## config.mk

```make
export PLATFORM = sky130hd
export DESIGN_NAME = pileup_site_allele_classifier_unit
export DESIGN_NICKNAME = d
export VERILOG_FILES = /design/src/psac_pkg.sv /design/src/psac_front.sv /design/src/psac_cmdq.sv /design/src/psac_back.sv /design/src/pileup_site_allele_classifier_unit.sv
export SDC_FILE = /design/constraint.sdc
export NUM_CORES = 1
export LEC_CHECK = 0
export ABC_AREA = 1
export BUFFER_PORTS_ARGS = -buffer_cell sky130_fd_sc_hd__buf_2
export CELL_PAD_IN_SITES_DETAIL_PLACEMENT = 0
export CELL_PAD_IN_SITES_GLOBAL_PLACEMENT = 2
export CORE_ASPECT_RATIO = 2
export CORE_MARGIN = 2
export CORE_UTILIZATION = 36
export CTS_BUF_LIST = sky130_fd_sc_hd__clkbuf_4 sky130_fd_sc_hd__clkbuf_8 sky130_fd_sc_hd__clkbuf_16
export DETAILED_ROUTE_END_ITERATION = 6
export GPL_ROUTABILITY_DRIVEN = 0
export PLACE_DENSITY = 0.75
export SETUP_SLACK_MARGIN = 0.5
export SLEW_MARGIN = 30
export SYNTH_ARGS = -nofsm -noshare
export SYNTH_HDL_FRONTEND = slang
export SYNTH_HIERARCHICAL = 1
export SYNTH_SLANG_ARGS = --single-unit
```

## constraint.sdc

```tcl
create_clock -name clk -period 5.51 [get_ports clk]
set_clock_uncertainty 0.1 [all_clocks]
set_input_delay 1.102 -clock clk [delete_from_list [all_inputs] [get_ports clk]]
set_output_delay 1.102 -clock clk [all_outputs]
set_load 0.02 [all_outputs]
```

## src/psac_pkg.sv

```systemverilog
// ----------------------------------------------------------------------------
// psac_pkg
// Shared types, constants and helper functions of the pileup site allele
// classifier.
// ----------------------------------------------------------------------------
package psac_pkg;

  localparam int COUNT_MAX   = 1023;
  localparam int CHROM_COUNT = 256;
  localparam int CNT_W       = $clog2(COUNT_MAX + 1);
  localparam int OUT_CNT_W   = 10;
  localparam int QUAL_OFFSET = 33;

  localparam int CQ_DEPTH = 2;
  localparam int CQ_AW    = (CQ_DEPTH > 1) ? $clog2(CQ_DEPTH) : 1;
  localparam int CQ_CW    = $clog2(CQ_DEPTH + 1);
  localparam int OQ_DEPTH = 4;
  localparam int OQ_AW    = $clog2(OQ_DEPTH);
  localparam int OQ_CW    = $clog2(OQ_DEPTH + 1);

  localparam int CFG_AW = 3;
  localparam int CFG_DW = 32;

  localparam logic [2:0] BASE_C = 3'd1;
  localparam logic [2:0] BASE_G = 3'd2;
  localparam logic [2:0] BASE_N = 3'd4;

  localparam logic [1:0] ST_UNRES = 2'd0;
  localparam logic [1:0] ST_REF   = 2'd1;
  localparam logic [1:0] ST_ALT   = 2'd2;

  localparam logic REG_MIN_QUAL = 1'b0;
  localparam logic REG_QC_FAIL  = 1'b1;

  localparam logic REQ_FLUSH = 1'b1;

  typedef enum logic [1:0] {
    CMD_FLUSH,
    CMD_SITE,
    CMD_EMPTY,
    CMD_DROP
  } cmd_op_t;

  typedef struct packed {
    logic [7:0]       chrom;
    logic [31:0]      pos;
    logic [2:0]       ref_b;
    logic [2:0]       alt;
    logic [1:0]       chimp;
    logic [1:0]       anc;
    logic             epo;
    logic [CNT_W-1:0] cref;
    logic [CNT_W-1:0] calt;
  } site_rec_t;

  typedef struct packed {
    cmd_op_t   op;
    logic      had_c;
    site_rec_t rec;
  } cmd_t;

  typedef struct packed {
    site_rec_t rec;
    logic      cpg;
    logic      last;
  } out_ent_t;

  typedef struct packed {
    logic       ok;
    logic [2:0] alt;
    logic [1:0] st;
  } class_t;

  function automatic logic [2:0] base_code(input logic [2:0] b);
    base_code = (b > BASE_N) ? BASE_N : b;
  endfunction

  function automatic class_t classify(input logic [2:0] allele, input logic [2:0] ref_b,
                                      input logic [2:0] alt);
    class_t c;
    c.ok  = 1'b1;
    c.alt = alt;
    c.st  = ST_UNRES;
    priority if (allele >= BASE_N) begin
      c.st = ST_UNRES;
    end else if (allele == ref_b) begin
      c.st = ST_REF;
    end else if (alt == BASE_N) begin
      c.alt = allele;
      c.st  = ST_ALT;
    end else if (alt == allele) begin
      c.st = ST_ALT;
    end else begin
      c.ok = 1'b0;
    end
    return c;
  endfunction

endpackage

```

## src/psac_front.sv

```systemverilog
// ----------------------------------------------------------------------------
// psac_front
// Config registers, base filtering, per-site counting and allele
// classification; issues one command per finished site that is not ignored, or per flush.
// ----------------------------------------------------------------------------
module psac_front (
  input  logic                          clk,
  input  logic                          rst_n,
  input  logic                          psel,
  input  logic                          penable,
  input  logic                          pwrite,
  input  logic [psac_pkg::CFG_AW-1:0]   paddr,
  input  logic [psac_pkg::CFG_DW-1:0]   pwdata,
  output logic [psac_pkg::CFG_DW-1:0]   prdata,
  input  logic                          push,
  input  logic                          q_full,
  input  logic                          in_req_type,
  input  logic [7:0]                    in_chrom_id,
  input  logic [31:0]                   in_site_pos,
  input  logic [2:0]                    in_ref_base,
  input  logic [2:0]                    in_read_base,
  input  logic [7:0]                    in_raw_qual,
  input  logic                          in_failed_qc,
  input  logic                          in_del_then_ins,
  input  logic [2:0]                    in_chimp_base,
  input  logic [2:0]                    in_anc_base,
  input  logic                          in_epo_cpg,
  input  logic                          in_site_last,
  output logic                          cmd_push,
  output psac_pkg::cmd_t                cmd
);
  import psac_pkg::*;

  logic [7:0]       minq_r;
  logic             qcf_r;
  logic [CNT_W-1:0] cref_r, cref_nxt;
  logic [CNT_W-1:0] calt_r, calt_nxt;
  logic [2:0]       alt_r, alt_nxt;
  logic             tri_r, tri_nxt;

  logic [2:0] refb, rb, cb, ab, alt_fin;
  logic [7:0] q;
  logic       accept, flush, ignore, cnt_ok, empty_site;
  class_t     cls_c, cls_a;
  logic       cfg_wr;

  assign cfg_wr = psel && penable && pwrite;
  assign prdata = (paddr[2] == REG_QC_FAIL) ? {{(CFG_DW-1){1'b0}}, qcf_r}
                                             : {{(CFG_DW-8){1'b0}}, minq_r};

  always_ff @(posedge clk) begin
    if (!rst_n) begin
      minq_r <= 8'd0;
      qcf_r  <= 1'b0;
    end else if (cfg_wr) begin
      if (paddr[2] == REG_MIN_QUAL) minq_r <= pwdata[7:0];
      else qcf_r <= pwdata[0];
    end
  end

  assign refb   = base_code(in_ref_base);
  assign rb     = base_code(in_read_base);
  assign cb     = base_code(in_chimp_base);
  assign ab     = base_code(in_anc_base);
  assign accept = push && !q_full;
  assign flush  = (in_req_type == REQ_FLUSH);
  assign ignore = (refb == BASE_N) || ({1'b0, in_chrom_id} >= 9'(CHROM_COUNT));
  assign q      = in_raw_qual - 8'(QUAL_OFFSET);
  assign cnt_ok = !tri_r && !(in_failed_qc && !qcf_r) && !in_del_then_ins &&
                  ($signed(q) >= $signed(minq_r));

  always_comb begin
    cref_nxt = cref_r;
    calt_nxt = calt_r;
    alt_nxt  = alt_r;
    tri_nxt  = tri_r;
    if (cnt_ok) begin
      priority if (rb == refb) begin
        if (cref_r != CNT_W'(COUNT_MAX)) cref_nxt = cref_r + 1'b1;
      end else if (alt_r == BASE_N) begin
        alt_nxt = rb;
        if (calt_r != CNT_W'(COUNT_MAX)) calt_nxt = calt_r + 1'b1;
      end else if (rb == alt_r) begin
        if (calt_r != CNT_W'(COUNT_MAX)) calt_nxt = calt_r + 1'b1;
      end else begin
        tri_nxt = 1'b1;
      end
    end
  end

  assign empty_site = (cref_nxt == '0) && (calt_nxt == '0);
  assign cls_c      = classify(cb, refb, alt_nxt);
  assign cls_a      = classify(ab, refb, cls_c.alt);
  assign alt_fin    = (!tri_nxt && !empty_site && cls_c.ok) ? cls_a.alt : alt_nxt;

  always_comb begin
    cmd.rec.chrom = in_chrom_id;
    cmd.rec.pos   = in_site_pos;
    cmd.rec.ref_b = refb;
    cmd.rec.alt   = alt_fin;
    cmd.rec.chimp = cls_c.st;
    cmd.rec.anc   = cls_a.st;
    cmd.rec.epo   = ((cb < BASE_N) || (ab < BASE_N)) ? in_epo_cpg : 1'b0;
    cmd.rec.cref  = cref_nxt;
    cmd.rec.calt  = calt_nxt;
    cmd.had_c     = (refb == BASE_C) || (alt_fin == BASE_C);
    priority if (flush) cmd.op = CMD_FLUSH;
    else if (tri_nxt) cmd.op = CMD_DROP;
    else if (empty_site) cmd.op = CMD_EMPTY;
    else if (!(cls_c.ok && cls_a.ok)) cmd.op = CMD_DROP;
    else cmd.op = CMD_SITE;
  end

  assign cmd_push = accept && (flush || (!ignore && in_site_last));

  always_ff @(posedge clk) begin
    if (!rst_n) begin
      cref_r <= '0;
      calt_r <= '0;
      alt_r  <= BASE_N;
      tri_r  <= 1'b0;
    end else if (accept && !flush && !ignore) begin
      if (in_site_last) begin
        cref_r <= '0;
        calt_r <= '0;
        alt_r  <= BASE_N;
        tri_r  <= 1'b0;
      end else begin
        cref_r <= cref_nxt;
        calt_r <= calt_nxt;
        alt_r  <= alt_nxt;
        tri_r  <= tri_nxt;
      end
    end
  end

endmodule

```

## src/psac_cmdq.sv

```systemverilog
// ----------------------------------------------------------------------------
// psac_cmdq
// Small command queue between the classifying front and the release back.
// ----------------------------------------------------------------------------
module psac_cmdq (
  input  logic           clk,
  input  logic           rst_n,
  input  logic           push,
  input  psac_pkg::cmd_t din,
  output logic           full,
  input  logic           pop,
  output psac_pkg::cmd_t dout,
  output logic           empty
);
  import psac_pkg::*;

  cmd_t             mem [CQ_DEPTH];
  logic [CQ_AW-1:0] wr_r, wr_nxt, rd_r, rd_nxt;
  logic [CQ_CW-1:0] cnt_r, cnt_nxt;
  logic             do_push, do_pop;

  assign full    = (cnt_r == CQ_CW'(CQ_DEPTH));
  assign empty   = (cnt_r == '0);
  assign do_push = push && !full;
  assign do_pop  = pop && !empty;
  assign dout    = mem[rd_r];

  always_comb begin
    wr_nxt  = wr_r;
    rd_nxt  = rd_r;
    cnt_nxt = cnt_r;
    if (do_push) wr_nxt = (wr_r == CQ_AW'(CQ_DEPTH - 1)) ? '0 : wr_r + 1'b1;
    if (do_pop) rd_nxt = (rd_r == CQ_AW'(CQ_DEPTH - 1)) ? '0 : rd_r + 1'b1;
    if (do_push && !do_pop) cnt_nxt = cnt_r + 1'b1;
    else if (do_pop && !do_push) cnt_nxt = cnt_r - 1'b1;
  end

  always_ff @(posedge clk) begin
    if (do_push) mem[wr_r] <= din;
  end

  always_ff @(posedge clk) begin
    if (!rst_n) begin
      wr_r  <= '0;
      rd_r  <= '0;
      cnt_r <= '0;
    end else begin
      wr_r  <= wr_nxt;
      rd_r  <= rd_nxt;
      cnt_r <= cnt_nxt;
    end
  end

endmodule

```

## src/psac_back.sv

```systemverilog
// ----------------------------------------------------------------------------
// psac_back
// Holds one site record back, pairs adjacent C-G sites and queues the
// released records for the result side.
// ----------------------------------------------------------------------------
module psac_back (
  input  logic               clk,
  input  logic               rst_n,
  input  logic               cmd_empty,
  input  psac_pkg::cmd_t     cmd,
  output logic               cmd_pop,
  input  logic               pop,
  output logic               empty,
  output psac_pkg::out_ent_t head
);
  import psac_pkg::*;

  out_ent_t         oq [OQ_DEPTH];
  logic [OQ_AW-1:0] wr_r, rd_r, wr1;
  logic [OQ_CW-1:0] cnt_r, cnt_nxt;
  logic [1:0]       n_push;
  out_ent_t         e0, e1;

  logic      held_v_r, held_v_nxt;
  site_rec_t held_r, held_nxt;
  logic [31:0] prev_pos_r, prev_pos_nxt;
  logic      prev_c_r, prev_c_nxt;
  logic      take, pair, do_pop;

  assign take    = !cmd_empty && (cnt_r <= OQ_CW'(OQ_DEPTH - 2));
  assign cmd_pop = take;
  assign do_pop  = pop && !empty;
  assign empty   = (cnt_r == '0);
  assign head    = oq[rd_r];
  assign wr1     = wr_r + 1'b1;

  assign pair = held_v_r && (prev_pos_r == cmd.rec.pos - 32'd1) && prev_c_r &&
                ((cmd.rec.ref_b == BASE_G) || (cmd.rec.alt == BASE_G));

  always_comb begin
    n_push       = 2'd0;
    e0           = '{rec: held_r, cpg: 1'b0, last: 1'b1};
    e1           = '{rec: cmd.rec, cpg: 1'b1, last: 1'b1};
    held_v_nxt   = held_v_r;
    held_nxt     = held_r;
    prev_pos_nxt = prev_pos_r;
    prev_c_nxt   = prev_c_r;
    if (take) begin
      unique case (cmd.op)
        CMD_FLUSH, CMD_EMPTY: begin
          if (held_v_r) n_push = 2'd1;
          held_v_nxt = 1'b0;
        end
        CMD_SITE: begin
          if (pair) begin
            n_push     = 2'd2;
            e0.cpg     = 1'b1;
            e0.last    = 1'b0;
            held_v_nxt = 1'b0;
          end else begin
            if (held_v_r) n_push = 2'd1;
            held_v_nxt = 1'b1;
            held_nxt   = cmd.rec;
          end
        end
        CMD_DROP: begin
        end
        default: begin
        end
      endcase
      if (cmd.op != CMD_FLUSH) begin
        prev_pos_nxt = cmd.rec.pos;
        prev_c_nxt   = cmd.had_c;
      end
    end
    cnt_nxt = cnt_r + OQ_CW'(n_push) - OQ_CW'(do_pop);
  end

  always_ff @(posedge clk) begin
    if (n_push != 2'd0) oq[wr_r] <= e0;
    if (n_push == 2'd2) oq[wr1] <= e1;
    held_r     <= held_nxt;
    prev_pos_r <= prev_pos_nxt;
  end

  always_ff @(posedge clk) begin
    if (!rst_n) begin
      wr_r     <= '0;
      rd_r     <= '0;
      cnt_r    <= '0;
      held_v_r <= 1'b0;
      prev_c_r <= 1'b0;
    end else begin
      wr_r     <= wr_r + OQ_AW'(n_push);
      rd_r     <= rd_r + OQ_AW'(do_pop);
      cnt_r    <= cnt_nxt;
      held_v_r <= held_v_nxt;
      prev_c_r <= prev_c_nxt;
    end
  end

  a_oq_bound: assert property (@(posedge clk) disable iff (!rst_n)
    cnt_r <= OQ_CW'(OQ_DEPTH))
    else $error("result queue overfilled");

  a_flush_clears: assert property (@(posedge clk) disable iff (!rst_n)
    (take && (cmd.op == CMD_FLUSH || cmd.op == CMD_EMPTY)) |=> !held_v_r)
    else $error("held record survived a release");

  a_site_holds: assert property (@(posedge clk) disable iff (!rst_n)
    (take && cmd.op == CMD_SITE && !pair) |=> held_v_r)
    else $error("site record not held");

  a_pair_two: assert property (@(posedge clk) disable iff (!rst_n)
    (take && cmd.op == CMD_SITE && pair) |=> (cnt_r >= OQ_CW'(2 - 1)) && !held_v_r)
    else $error("cpg pair not released");

endmodule

```

## src/pileup_site_allele_classifier_unit.sv

```systemverilog
// ----------------------------------------------------------------------------
// pileup_site_allele_classifier_unit
// Builds per-site allele records from streamed read bases, holding one
// record back to mark adjacent C-G sites.
// ----------------------------------------------------------------------------
// channel   | handshake         | payload
// ----------+-------------------+------------------------------------------
// input     | push / full       | in_* read base or flush request
// result    | empty / pop       | out_* site record, up to two per request
// config    | psel/penable/...  | min_base_qual @0x0, use_qc_fail @0x4
//
// one request per cycle is accepted while full is low; the front updates
// counters and classifies in the accept cycle, the back releases up to two
// records per command into a four-entry result queue, popped one per cycle.
// every kept site is released once, so a run of C-G pairs still averages one
// result per site; a pair only bunches two results into one command.
// reset is synchronous, active low; no clearing pass.
// full rises when the two-entry command queue fills behind a stalled pop.
// ----------------------------------------------------------------------------
module pileup_site_allele_classifier_unit (
  input  logic                        clk,
  input  logic                        rst_n,
  input  logic                        psel,
  input  logic                        penable,
  input  logic                        pwrite,
  input  logic [psac_pkg::CFG_AW-1:0] paddr,
  input  logic [psac_pkg::CFG_DW-1:0] pwdata,
  output logic [psac_pkg::CFG_DW-1:0] prdata,
  output logic                        pready,
  input  logic                        push,
  output logic                        full,
  input  logic                        in_req_type,
  input  logic [7:0]                  in_chrom_id,
  input  logic [31:0]                 in_site_pos,
  input  logic [2:0]                  in_ref_base,
  input  logic [2:0]                  in_read_base,
  input  logic [7:0]                  in_raw_qual,
  input  logic                        in_failed_qc,
  input  logic                        in_del_then_ins,
  input  logic [2:0]                  in_chimp_base,
  input  logic [2:0]                  in_anc_base,
  input  logic                        in_epo_cpg,
  input  logic                        in_site_last,
  output logic                        empty,
  input  logic                        pop,
  output logic [7:0]                  out_chrom,
  output logic [31:0]                 out_pos,
  output logic [2:0]                  out_ref,
  output logic [2:0]                  out_alt,
  output logic [1:0]                  out_chimp_state,
  output logic [1:0]                  out_anc_state,
  output logic                        out_epo_cpg,
  output logic [9:0]                  out_ref_count,
  output logic [9:0]                  out_alt_count,
  output logic                        out_cpg_mark,
  output logic                        out_run_last
);
  import psac_pkg::*;

  logic     cmd_push, cmd_pop, cmd_empty;
  cmd_t     cmd_in, cmd_out;
  out_ent_t head;

  assign pready = 1'b1;

  psac_front u_front (
    .clk             (clk),
    .rst_n           (rst_n),
    .psel            (psel),
    .penable         (penable),
    .pwrite          (pwrite),
    .paddr           (paddr),
    .pwdata          (pwdata),
    .prdata          (prdata),
    .push            (push),
    .q_full          (full),
    .in_req_type     (in_req_type),
    .in_chrom_id     (in_chrom_id),
    .in_site_pos     (in_site_pos),
    .in_ref_base     (in_ref_base),
    .in_read_base    (in_read_base),
    .in_raw_qual     (in_raw_qual),
    .in_failed_qc    (in_failed_qc),
    .in_del_then_ins (in_del_then_ins),
    .in_chimp_base   (in_chimp_base),
    .in_anc_base     (in_anc_base),
    .in_epo_cpg      (in_epo_cpg),
    .in_site_last    (in_site_last),
    .cmd_push        (cmd_push),
    .cmd             (cmd_in)
  );

  psac_cmdq u_cmdq (
    .clk   (clk),
    .rst_n (rst_n),
    .push  (cmd_push),
    .din   (cmd_in),
    .full  (full),
    .pop   (cmd_pop),
    .dout  (cmd_out),
    .empty (cmd_empty)
  );

  psac_back u_back (
    .clk       (clk),
    .rst_n     (rst_n),
    .cmd_empty (cmd_empty),
    .cmd       (cmd_out),
    .cmd_pop   (cmd_pop),
    .pop       (pop),
    .empty     (empty),
    .head      (head)
  );

  assign out_chrom       = head.rec.chrom;
  assign out_pos         = head.rec.pos;
  assign out_ref         = head.rec.ref_b;
  assign out_alt         = head.rec.alt;
  assign out_chimp_state = head.rec.chimp;
  assign out_anc_state   = head.rec.anc;
  assign out_epo_cpg     = head.rec.epo;
  assign out_ref_count   = OUT_CNT_W'(head.rec.cref);
  assign out_alt_count   = OUT_CNT_W'(head.rec.calt);
  assign out_cpg_mark    = head.cpg;
  assign out_run_last    = head.last;

endmodule
```

# Yosys cells after proc, flatten, opt, wreduce, memory -nomap -nowiden
# Memories as Yosys holds them, arrays and structs flattened. A register that Yosys moved wholly into a read port is not among the register bits.
# Cells that the tools add are included.
# totals
wordCells	198
mem_count	2
output_inout_bits	108
ram_bits	440
ff_bits	149
# mem_list
name	depth	width	rd	rd_clocked_by_memory_dff	wr	line	rtl
u_back.oq	4	73	1	1	2	psac_back.sv:18	out_ent_t oq [OQ_DEPTH];
u_cmdq.mem	2	74	1	1	1	psac_cmdq.sv:17	cmd_t mem [CQ_DEPTH];
# classes
n_reduce_logical	56
muxes	70
n_addsub	13
order_cmp	10
eq_ne	21
bitwise	2
# ops
op	count
$mux W10	10
$mux W2	20
$mux W3	11
$eq A32 B32 Y1	1
$sub A32 B1 Y32 const B	1
$logic_and A1 B1 Y1	24
$mux W1	22
$add A10 B1 Y10 const B	2
$logic_not A10 Y1	2
$ne A10 B10 Y1 const B	2
$eq A3 B3 Y1	6
$mux W4	4
$logic_not A1 Y1	13
$eq A3 B3 Y1 const B	4
$gt A3 B3 Y1 const B	4
$ge A8 B8 Y1	1
$mux W8	1
$reduce_and A2 Y1	4
$reduce_bool A2 Y1	4
$sub A8 B6 Y8 const B	1
$eq A2 B2 Y1 const B	3
$eq A3 B1 Y1 const B	2
$eq A3 B2 Y1 const B	2
$ge A3 B3 Y1 const B	2
other kinds (18)	26

# Depth between registers and ports, before layout
# depth
word_depth	22
mapped_depth	29
depth_no_buf	29

# By module
# The synthesis kept the hierarchy.
# modules_own_cells
mod	area_per_inst_um2	instances	cells_per_inst
psac_back	19264.7	1	1967
psac_cmdq	5831.8	1	268
psac_front	3791.1	1	632
pileup_site_allele_classifier_unit	11.3	1	2

# Worst setup path after synthesis
# Ideal clock, no wire load.
# synth_path
path_kind	input to register
from	in in_ref_base[2]
to	mem u_cmdq/mem[0][0] (netlist name) (enable)
cell_stages	6
arrival_ns	4.683
setup_ns	0.506
setup_slack_ns	0.220
t_required_ns	4.904
path_buffers	1
path_cell_list	buf_6 inv_1 a21oi_1 nor2_1 o21ai_2 nor2_1
# synth_via
elab_chain_len	10
# synth_lines
item	line	rtl
from (decl)	pileup_site_allele_classifier_unit.sv:35	input logic [2:0] in_ref_base,
$gt A3 B3 Y1	psac_pkg.sv:75	base_code = (b > BASE_N) ? BASE_N : b;
$mux W3 (*)	psac_pkg.sv:75	
$eq A3 B3 Y1 (*)	psac_front.sv:67	assign ignore = (refb == BASE_N) || ({1'b0, in_chrom_id} >= 9'(CHROM_COUNT));
$logic_not A1 Y1 (*)	psac_front.sv:114	assign cmd_push = accept && (flush || (!ignore && in_site_last));
$logic_and A1 B1 Y1 (*)	psac_front.sv:114	
$logic_or A1 B1 Y1 (*)	psac_front.sv:114	
$logic_and A1 B1 Y1 (*)	psac_front.sv:114	
named net cmd_push	pileup_site_allele_classifier_unit.sv:60	logic cmd_push, cmd_pop, cmd_empty;
$logic_and A1 B1 Y1 (*)	psac_cmdq.sv:24	assign do_push = push && !full;
$mux W1 (*)	psac_cmdq.sv:39	if (do_push) mem[wr_r] <= din;
$mux W1 (not written as such) (*)	psac_cmdq.sv:39	
to (decl)	psac_cmdq.sv:17	
# Mark *: on every way through the listed nets, which the timed path passes. The rest lies on a longest branch.

==> key figures <==
Global routing
  – Aggregate global routing overflow: 0
  – Maximum number of pins on one net before global-route repair: 137
  – All-Layer GR Usage: 19.1%
  – Global-route wire length before repair: 120 mm
  – Initial antenna violation count: 1
  – Vias in the first global route: 20.1k

Layout
  – Proportion of layout cells with a drive suffix above 1: 16.0%
  – Cell area after layout: 0.0325 mm^2
  – Number of nets in the finished design: 3072
  – Area occupied by multi-input gates: 0.00978 mm^2
  – FF+latch area: 0.0172 mm^2
  – Layout fillers: 7822
  – Area growth syn-to-layout: 12.4%
  – N_diodes: 0

Yosys
  – Cell types with the highest counts after synthesis: sky130_fd_sc_hd__edfxtp_1 (535), sky130_fd_sc_hd__nand2_1 (523), sky130_fd_sc_hd__o21ai_0 (388)
  – Number of warnings issued by yosys: 6
  – Cell taking the most area after synthesis: sky130_fd_sc_hd__edfxtp_1
  – Number of enable flip-flop cells after synthesis: 535
  – Share of the synthesized area in the top cell type: 55.6%
  – Most numerous cell in the Yosys netlist: sky130_fd_sc_hd__edfxtp_1
  – Synth top area cells: sky130_fd_sc_hd__edfxtp_1 (56%), sky130_fd_sc_hd__nand2_1 (6.8%), sky130_fd_sc_hd__o21ai_0 (6.7%), sky130_fd_sc_hd__dfxtp_1 (3.8%), sky130_fd_sc_hd__nor2_1 (3.7%)
  – Fraction of registers with async set or reset after synthesis: 0%
  – Number of standard cells after synthesis: 2869
  – Sequential-to-total area share from yosys stat: 59.4%
  – Most frequently used flop master after synthesis: sky130_fd_sc_hd__edfxtp_1
  – Post-Syn Area per Cell: 10.1 um^2
  – Count of unique library cells instantiated by Yosys: 56
  – Seq cells post-synth: 590
  – Synth Cell Area: 0.0289 mm^2

STA
  – Highest clock frequency the design can meet: 0.219 GHz
  – Crit path time final: 4.58 ns
  – Hold Slack: 0.361 ns
  – Count of endpoints failing setup in the final report: 0
  – Ratio of final minimum period to clock period: 83.0%
  – Setup TNS: 0 ns
  – Transition time at the pin with the least slew margin: 0.874 ns
  – Endpoints failing hold: 0
  – Final Max Tran Viols: 0
  – Final worst-path setup slack: 0.934 ns
  – Worst rel slew slack: 41.7%
  – RSZ-0062 raised after global routing: false

Setup path
  – Startpoint class of the critical path: flop
  – Largest fanout of any net on the critical path: 34
  – Critical path capture point type: flop
  – Data required time of the critical path: 5.93 ns
  – Worst Reg2Reg Path Length in Cells: 21
  – Data arrival time of the worst path: 5.00 ns
  – Critical path start-end classification: flop to flop

Floorplanning
  – Initial Utilization: 36.2%
  – Chip height: 405 um
  – Total core area: 0.0798 mm^2
  – Row Count: 147
  – Die Outline Area: 0.0827 mm^2
  – Number of top-level design ports: 215
  – Die Span X: 204 um

Route
  – Via count: 20.4k
  – DRT antenna net count: 0
  – 1st-pass router iterations: 6
  – DRC marker count from the first detailed-route iteration: 1469
  – Total length of routed wires: 79.3 mm
  – Post-detailed-route wirelength per cell: 19.6 um
  – Via density per instance: 5.06
  – DRC violation count after routing: 0

Hold path
  – Hold Crit Depth: 2
  – Hold Path Class: flop to flop

Placed design
  – Total half-perimeter wirelength after legalization and detailed placement: 47.2 mm
  – Placed cell areas: 0.0304 mm^2
  – Number of buffer cells added on primary ports: 163
  – Placement Setup Slack: 0.600 ns

Clocking
  – CTS Buffer Depth: 3
  – TritonCTS clock tree: built
  – Clock-pin slew on the worst setup and hold paths: 0.06 ns
  – CTS H-tree depth: 2
  – Root buf cell: sky130_fd_sc_hd__clkbuf_16
  – Insertion delay of the later-clocked pin in the worst-skew pair: 0.63 ns
  – Buffers inserted by post-CTS timing repair: 0
  – Num CTS Buffers: 56
  – Sink count of the clock tree: 590

Power and ir drop
  – Worst IR Drop VDD: 335 uV
  – Combinational share of power: 26.8%
  – Switching power share of the total: 33.2%
  – Switching power: 0.00438 W
  – Leak Pwr: 11.8 nW
  – Clock group share of total power: 31.3%
  – Internal Power: 0.00881 W
  – Register share of total power: 41.9%
  – Pwr dens: 406 mW/mm^2
  – Total power draw: 0.0132 W

Flow run
  – Number of max-cap violations: 0

Run status
  – Status: completed
-- power groups by stage --
stage	logic (W)	registers, W	clock network [W]
after global routing	0.00388	0.00556	0.00438
after CTS	0.00356	0.00553	0.00422
final	0.00353	0.00553	0.00413
after global placement	0.00352	0.00561	0
after floorplan	0.00242	0.00559	0
after detailed placement	0.00356	0.00563	0
-- routing by layer --
layer / part of all wire [%] / vias to the layer above / GRT usage [%]
met5: 0 / - / 0
met4: 1.9 / 0 / 4.70
met3: 4.9 / 99 / 2.17
met2: 48 / 572 / 32.2
met1: 46 / 9798 / 26.2
li1: - / 9972 / -
-- through the flow --
step	util [%]	instances
6_report	40.7	4036
5_1_grt	40.7	4036
4_1_cts	40.6	4034
3_5_place_dp	38.1	3929
3_3_place_gp	38.1	3929
2_1_floorplan	-	2892
-- cell families after synthesis --
kind of cell               count (synthesis)  share of synthesized area (%)
adders and majority gates                 19                          0.849
xor gates and xnor gates                  46                           1.52
AOI/OAI and AO/OA                        621                           11.4
other                                      2                         0.0260
muxes                                     74                           3.66
DFF                                      590                           59.4
and+or+nand+nor                         1065                           15.9
buffers and inverters                    452                           7.26
-- layout by cell type, fill, tap and decap left out, drive strengths merged, types with 21 or more instances in the layout --
master,instances
dfxtp,55
o21ai,478
nand3,160
xor2,25
nand4,21
inv,242
nor2,305
clkbuf,65
conb,25
edfxtp,535
nand2,546
a21oi,52
o22ai,73
buf,204
mux2,74
clkinv,24
-- final cells by class --
type | count | share of cell area [%]
flip-flops and latches | 590 | 52.9
multi-input cells | 1850 | 30.1
clock buffers | 65 | 4.63
repair buffers | 204 | 4.03
well taps | 1043 | 4.02
inverters | 244 | 2.87
clock inverters | 40 | 1.45
-- critical path, stage by stage (launching register included) --
cell,delay [ns]
sky130_fd_sc_hd__dfxtp_4,0.50
sky130_fd_sc_hd__buf_4,0.62
sky130_fd_sc_hd__mux2_4,0.40
sky130_fd_sc_hd__nand3b_1,0.20
sky130_fd_sc_hd__o21ai_0,0.18
sky130_fd_sc_hd__nand2_1,0.09
sky130_fd_sc_hd__inv_1,0.07
sky130_fd_sc_hd__nand3_1,0.06
sky130_fd_sc_hd__nor2_1,0.11
sky130_fd_sc_hd__nand2_1,0.05
sky130_fd_sc_hd__nor2_1,0.17
sky130_fd_sc_hd__nand4_1,0.13
sky130_fd_sc_hd__nor2_2,0.23
sky130_fd_sc_hd__nor2_1,0.09
sky130_fd_sc_hd__o21ai_0,0.32
sky130_fd_sc_hd__ha_1,0.18
sky130_fd_sc_hd__inv_1,0.04
sky130_fd_sc_hd__ha_1,0.19
sky130_fd_sc_hd__fa_1,0.37
sky130_fd_sc_hd__xor2_1,0.16
sky130_fd_sc_hd__o21ai_0,0.15
sky130_fd_sc_hd__a21oi_1,0.05
-- final timing paths --
check | start | endpoint | slack (ns)
max | flop | u_back/cnt_r[2] | 0.93
min | u_back/oq[1][1] | u_back/oq[1][1] | 0.36
max reg2reg | flop | u_back/cnt_r[2] | 0.93
min reg2reg | u_back/oq[1][1] | u_back/oq[1][1] | 0.36
-- registers in the layout, summed over array words and instances (netlist names), 2 cells and up, named ones only --
| name | flops |
|---|---|
| u_back/oq | 292 |
| u_cmdq/mem | 148 |
| u_back/e0 | 71 |
| u_back/prev_pos_r | 32 |
| u_front/calt_r | 10 |
| u_front/cref_r | 10 |
| u_front/minq_r | 8 |
| u_back/cnt_r | 3 |
| u_front/alt_r | 3 |
| u_back/rd_r | 2 |
| u_back/wr_r | 2 |
| u_cmdq/cnt_r | 2 |
-- timing repair --
action	CTS	global route
hold endpoints to repair	0	0
endpoints found under the setup margin	0	2
gates resized for setup	0	1
hold buffers	0	0
No activity file was read; power rests on OpenSTA's default activity.
